[src/hw/rtl/tsq_pkg.sv]
// tsq_pkg: shared types, sizes and codes for the two-stack queue
`timescale 1ns / 1ps
package tsq_pkg;

  localparam int DEPTH  = 128;
  localparam int CNT_W  = $clog2(DEPTH + 1);
  localparam int ADDR_W = $clog2(DEPTH);

  // operation codes of the func field
  localparam logic [1:0] OP_ENQ  = 2'd0;
  localparam logic [1:0] OP_DEQ  = 2'd1;
  localparam logic [1:0] OP_PEEK = 2'd2;

  // result status codes
  localparam logic [1:0] ST_OK    = 2'd0;
  localparam logic [1:0] ST_OVF   = 2'd1;
  localparam logic [1:0] ST_EMPTY = 2'd2;

  typedef struct packed {
    logic [1:0]         func;
    logic signed [31:0] value;
  } in_item_t;

  typedef struct packed {
    logic signed [31:0] data;
    logic [1:0]         status;
  } out_item_t;

  // classified command passed from front to back
  typedef struct packed {
    logic               enq;
    logic               rd;
    logic               pop;
    logic signed [31:0] value;
  } cmd_t;

  // back-end status seen by the top level
  typedef struct packed {
    logic [CNT_W-1:0] in_cnt;
    logic [CNT_W-1:0] out_cnt;
    logic             busy;
  } bk_stat_t;

endpackage

[src/hw/rtl/tsq_front.sv]
// tsq_front: input acceptance, operation decode and two-entry command queue
`timescale 1ns / 1ps
module tsq_front (
  input  logic              clk,
  input  logic              rst_n,
  input  logic              in_valid,
  output logic              in_stall,
  input  tsq_pkg::in_item_t in_item,
  output logic              cmd_valid,
  output tsq_pkg::cmd_t     cmd,
  input  logic              cmd_take
);

  tsq_pkg::cmd_t ent_r [2];
  logic          wr_ptr_r, wr_ptr_nxt;
  logic          rd_ptr_r, rd_ptr_nxt;
  logic [1:0]    cnt_r, cnt_nxt;
  tsq_pkg::cmd_t dec;
  logic          push;
  logic          pop;

  // decode func, unused selector becomes a no-op
  always_comb begin
    dec       = '0;
    dec.value = in_item.value;
    unique case (in_item.func)
      tsq_pkg::OP_ENQ: begin
        dec.enq = 1'b1;
      end
      tsq_pkg::OP_DEQ: begin
        dec.rd  = 1'b1;
        dec.pop = 1'b1;
      end
      tsq_pkg::OP_PEEK: begin
        dec.rd = 1'b1;
      end
      default: begin
        dec.enq = 1'b0;
      end
    endcase
  end

  assign in_stall  = (cnt_r == 2'd2);
  assign push      = in_valid && !in_stall;
  assign cmd_valid = (cnt_r != 2'd0);
  assign pop       = cmd_take && cmd_valid;
  assign cmd       = ent_r[rd_ptr_r];

  always_comb begin
    wr_ptr_nxt = push ? !wr_ptr_r : wr_ptr_r;
    rd_ptr_nxt = pop ? !rd_ptr_r : rd_ptr_r;
    cnt_nxt    = cnt_r + {1'b0, push} - {1'b0, pop};
  end

  always_ff @(posedge clk) begin
    if (!rst_n) begin
      wr_ptr_r <= 1'b0;
      rd_ptr_r <= 1'b0;
      cnt_r    <= 2'd0;
    end else begin
      wr_ptr_r <= wr_ptr_nxt;
      rd_ptr_r <= rd_ptr_nxt;
      cnt_r    <= cnt_nxt;
    end
  end

  always_ff @(posedge clk) begin
    if (push) begin
      ent_r[wr_ptr_r] <= dec;
    end
  end

endmodule

[config.mk]
export PLATFORM = sky130hd
export DESIGN_NAME = tsq_front
export DESIGN_NICKNAME = d
export VERILOG_FILES = /design/src/hw/rtl/tsq_pkg.sv /design/src/hw/rtl/tsq_front.sv
export SDC_FILE = /design/constraint.sdc
export NUM_CORES = 1
export LEC_CHECK = 0
export BUFFER_PORTS_ARGS = -buffer_cell sky130_fd_sc_hd__buf_2
export CAP_MARGIN = 30
export CORE_ASPECT_RATIO = 1.75
export CORE_MARGIN = 2
export CORE_UTILIZATION = 40
export CTS_CLUSTER_DIAMETER = 60
export CTS_CLUSTER_SIZE = 8
export DETAILED_ROUTE_END_ITERATION = 6
export PLACE_DENSITY_LB_ADDON = 0.08
export SETUP_SLACK_MARGIN = 0.05
export SLEW_MARGIN = 20
export SYNTH_ARGS = -nofsm -noshare
export SYNTH_HDL_FRONTEND = slang
export SYNTH_SLANG_ARGS = --single-unit
[constraint.sdc]
create_clock -name clk -period 3.25 [get_ports clk]
set_input_delay 0.1625 -clock clk [delete_from_list [all_inputs] [get_ports clk]]
set_output_delay 0.1625 -clock clk [all_outputs]
set_load 0.05 [all_outputs]
Yosys cells after proc, flatten, opt, wreduce, memory -nomap -nowiden
Memories as Yosys holds them, arrays and structs flattened. A register that Yosys moved wholly into a read port is not among the register bits.
Cells that the tools add are included.
{"block": "word_totals", "reg_bits": 4, "wordCells": 24, "output_inout_bits": 37, "n_memories": 1, "in_bits": 38, "ramBits": 70}
{"name": "ent_r", "words": 2, "width": 35, "read_ports": 1, "rd_clocked_by_memory_dff": 1, "wr": 1, "line": "tsq_front.sv:14", "rtl": "tsq_pkg::cmd_t ent_r [2];"}
{"block": "op_classes", "addsub": 2, "muxes": 7, "reduce_logical": 8, "eq_ne": 3}
{"operator": "$mux W1", "count": 7}
{"operator": "$eq A2 B2 Y1 const B", "count": 2}
{"operator": "$logic_not A1 Y1", "count": 3}
{"operator": "$add A2 B1 Y2", "count": 1}
{"operator": "$eq A2 B1 Y1 const B", "count": 1}
{"operator": "$logic_and A1 B1 Y1", "count": 2}
{"operator": "$logic_not A2 Y1", "count": 1}
{"operator": "$reduce_bool A2 Y1", "count": 1}
{"operator": "$reduce_or A2 Y1", "count": 1}
{"operator": "$sub A2 B1 Y2", "count": 1}

Depth between registers and ports, before layout
{"block": "depth", "depth_word": 5, "ltp_mapped": 8, "depth_no_buf": 8}

Worst setup path after synthesis
Ideal clock, no wire load.
{"block": "synth_path", "kind": "register to register", "from": "register cnt_r[0]", "to": "memory ent_r[0][0] (netlist name), enable pin", "period_less_slack_ns": 2.486, "path_stages_with_launch": 4, "t_arrival_ns": 2.058, "path_slack_ns": 0.764, "t_required_ns": 2.823, "path_buffers": 0, "setup_ns": 0.427, "cell_sequence": "dfxtp_1 -> nand2b_1 -> nand2_1 -> nor2_1"}
{"block": "synth_between", "elab_chain_cells": 5}
{"item": "from (decl)", "line": "tsq_front.sv:17", "rtl": "logic [1:0] cnt_r, cnt_nxt;"}
{"item": "from (signal assigned)", "line": "tsq_front.sv:63", "rtl": "cnt_r <= cnt_nxt;"}
{"item": "$eq A2 B2 Y1", "line": "tsq_front.sv:43", "rtl": "assign in_stall = (cnt_r == 2'd2);"}
{"item": "$logic_not A1 Y1", "line": "tsq_front.sv:44", "rtl": "assign push = in_valid && !in_stall;"}
{"item": "$logic_and A1 B1 Y1", "line": "tsq_front.sv:44"}
{"item": "$mux W1", "line": "tsq_front.sv:68", "rtl": "if (push) begin"}
{"item": "$mux W1 (not written as such)", "line": "tsq_front.sv:69", "rtl": "ent_r[wr_ptr_r] <= dec;"}
{"item": "to (decl)", "line": "tsq_front.sv:14"}
Every way passes these cells.

==> results.yml <==
run_status:
  status: "completed"
cts:
  cts_setup_buffers: 0
  cts_buffer_depth: 2
  root_buffer: "clkbuf_16"
  cts_tree: "built"
  clk_pin_slew_ns: 0.05
  clkSinkCount: 75
  cts_inserted_buffers: 9
  htreeDepth: 3
  holdBufCountCts: 0
  clk_latency_ns: 0.32
  cts-resized-gates: 0
sta:
  rsz0062_at_grt: "no"
  finalCriticalPeriod_ns: 2.196
  max_slew_margin: 0.4330
  tns_ns: 0
  timing.final.hold_violations: 0
  fin_crit_sh: 0.6755
  slew_violations: 0
  finalSetupViolations: 0
  fin_skew_ns: 0.002944
  clock.fmax_mhz: 455.5
  worst_pin_slew_ns: 0.8505
worst_setup_path:
  cp.arrival_ns: 2.03
  critPathMaxFanout: 18
  cp_cell_sequence: "buf_4 > mux2_2 > buf_2"
  start_kind: "flip-flop"
  critPathCaptureType: "output pin"
  slowest_stage: "dfxtp_2"
  r2r_start: "cnt_r[0]"
  slowest_delay_ns: 0.69
  crit_type: "reg2out"
  reg2reg_depth: 4
  required_ns: 3.09
  reg2reg_to: "ent_r[0][26]"
  r2r_slack_ns: 1.56
  path_buf_inv: 2
  path_delay_family: "flip-flops"
hold_path:
  hold-path-endpoint: "ent_r[1][2]"
  hold_depth: 1
  hold_path.class: "in2reg"
  hold_start: "in_item[2]"
cells_and_area:
  nets: 265
  area_growth_syn_to_layout_pct: 25.84
  layout-drive-gt1-share: 0.5658
  fillers: 643
  fin_cells: 314
  fin_util: 0.5167
  insertedDiodeCount: 0
job:
  cap_violations: 0
global_routing:
  grt_max_degree: 36
  gr-max-usage-layer: "met2"
  grt_usage: 0.1307
  grt_overflow: 0
  grt_pass1_wl_um: 7417
  grtUsageMet2: 0.2320
  grtUsageMet3: 0.04302
  antenna_found_initial: 0
  grt_use_met1: 0.1215
  grt_pass1_vias: 1631
die:
  die_h_um: 117.6
  io_pins: 75
  die_w_um: 68.91
  coreArea_um2: 7182
  start_util: 0.4106
  std_cell_rows: 41
  dieArea_um2: 8102
logic_synthesis:
  yosys.area.top_type: "edfxtp_1"
  syn_area_per_cell_um2: 21.06
  synth_cells: 140
  ys_types: 19
  synth_warnings: 0
  synth_common_cells: "edfxtp_1 (70), mux2_4 (30), dfxtp_1 (5), inv_1 (5), mux2_2 (5)"
  synthFlopType: "edfxtp_1"
  syn-cell-area_um2: 2949
  ys_seq_area_frac: 0.7467
  synth_nets: 182
  synth_edf_count: 70
  async_flop_share: 0
  ys_seq_elements: 75
  synth_area_leaders: "edfxtp_1 (71%), mux2_4 (15%), dfxtp_1 (3.4%)"
  synth_top_area_frac: 0.7128
  yosysMostFrequentCell: "edfxtp_1"
routing:
  routed_wl_um: 4814
  drt_iter0_markers: 118
  route.detailed.wl_per_inst_um: 15.33
  firstDrtPassIters: 4
  num_vias: 1461
  ant_nets: 0
  drc: 0
  via_per_inst: 4.653
placement:
  hpwl_um: 3234
  place.gp.congestion: 0.6062
  port-buffer-count: 74
  place_inst: 297
power_and_ir_drop:
  leakagePower_nw: 1.505
  peakVddDrop_mv: 0.4803
  p_per_area_nw_per_um2: 992.1
  p_total_mw: 3.682
## cells by family (layout without fill, tap and decap cells)
logic type | after synthesis | after routing | share of synthesized area
AO/OA/AOI/OAI | 1 | 1 | 0.002547
adder cells (fa/ha/maj) | 4 | 4 | 0.01697
XOR/XNOR | 2 | 2 | 0.005941
flip-flops | 75 | 75 | 0.7467
AND/OR/NAND/NOR | 13 | 13 | 0.02206
multiplexers | 36 | 36 | 0.1752
buffers and inverters | 9 | 97 | 0.03055
## sequential cells by signal, summed over array words and instances (netlist names), named ones only
register / count
cnt_r: 2
ent_r: 70
rd_ptr_r: 1
wr_ptr_r: 1
## placed cells by master (no fill, tap or decap), drive strengths merged
| cell type | count |
|---|---|
| clkinv | 2 |
| nor3 | 1 |
| o21a | 1 |
| clkbuf | 11 |
| edfxtp | 70 |
| and3 | 1 |
| or2 | 1 |
| dfxtp | 5 |
| xnor2 | 1 |
| xor2 | 1 |
| nand2b | 2 |
| inv | 5 |
| buf | 76 |
| mux2 | 35 |
| nor2 | 4 |
| and2 | 2 |
| ha | 4 |
| clkinvlp | 1 |
| mux2i | 1 |
| bufinv | 2 |
| nand2 | 2 |
## through the flow
| stage | worst slack (ns) | instance area (um2) | hold slack [ns] |
|---|---|---|---|
| after detailed placement | 1.344 | 3373 | 0.3541 |
| after global routing | 0.9331 | 3711 | 0.01813 |
| final | 1.054 | 3711 | 0.02749 |
| after global placement | 1.407 | 3373 | 0.3503 |
| after CTS | 0.9877 | 3684 | 0.01135 |
| after floorplan | 0.7644 | 2949 | 0.2614 |
## power breakdown
group	internal [mW]	switching, mW	total (mW)
combinational	0.441	0.889	1.33
clock	0.669	0.340	1.01
sequential	1.25	0.0907	1.34
total	2.36	1.32	3.68
## layer usage
metal	vias up	wire length (um)
met5	-	0
met4	0	137
met3	12	286
met2	47	2723
met1	704	1666
li1	698	-
## how the worst max path moves through the flow
stage               startpoint      endpoint  cells after the start
global placement     flip-flop       cmd[34]                      3
detailed placement    cnt_r[0]  ent_r[0][20]                      3
floorplan             cnt_r[0]   ent_r[0][0]                      3
CTS                  flip-flop        cmd[2]                      3
global route         flip-flop        cmd[2]                      3
finish               flip-flop        cmd[2]                      3
## area by class of cell
type                            count  area, um2  area share
Tap cell                           86      107.6     0.02900
Multi-Input combinational cell     56      665.6      0.1794
Clock buffer                       11      232.7     0.06271
Clock inverter                      5      77.57     0.02090
Inverter                            5      18.77    0.005057
Sequential cell                    75       2203      0.5937
Timing Repair Buffer               76      405.4      0.1092
Note: power is estimated with default switching activity, not from simulation.
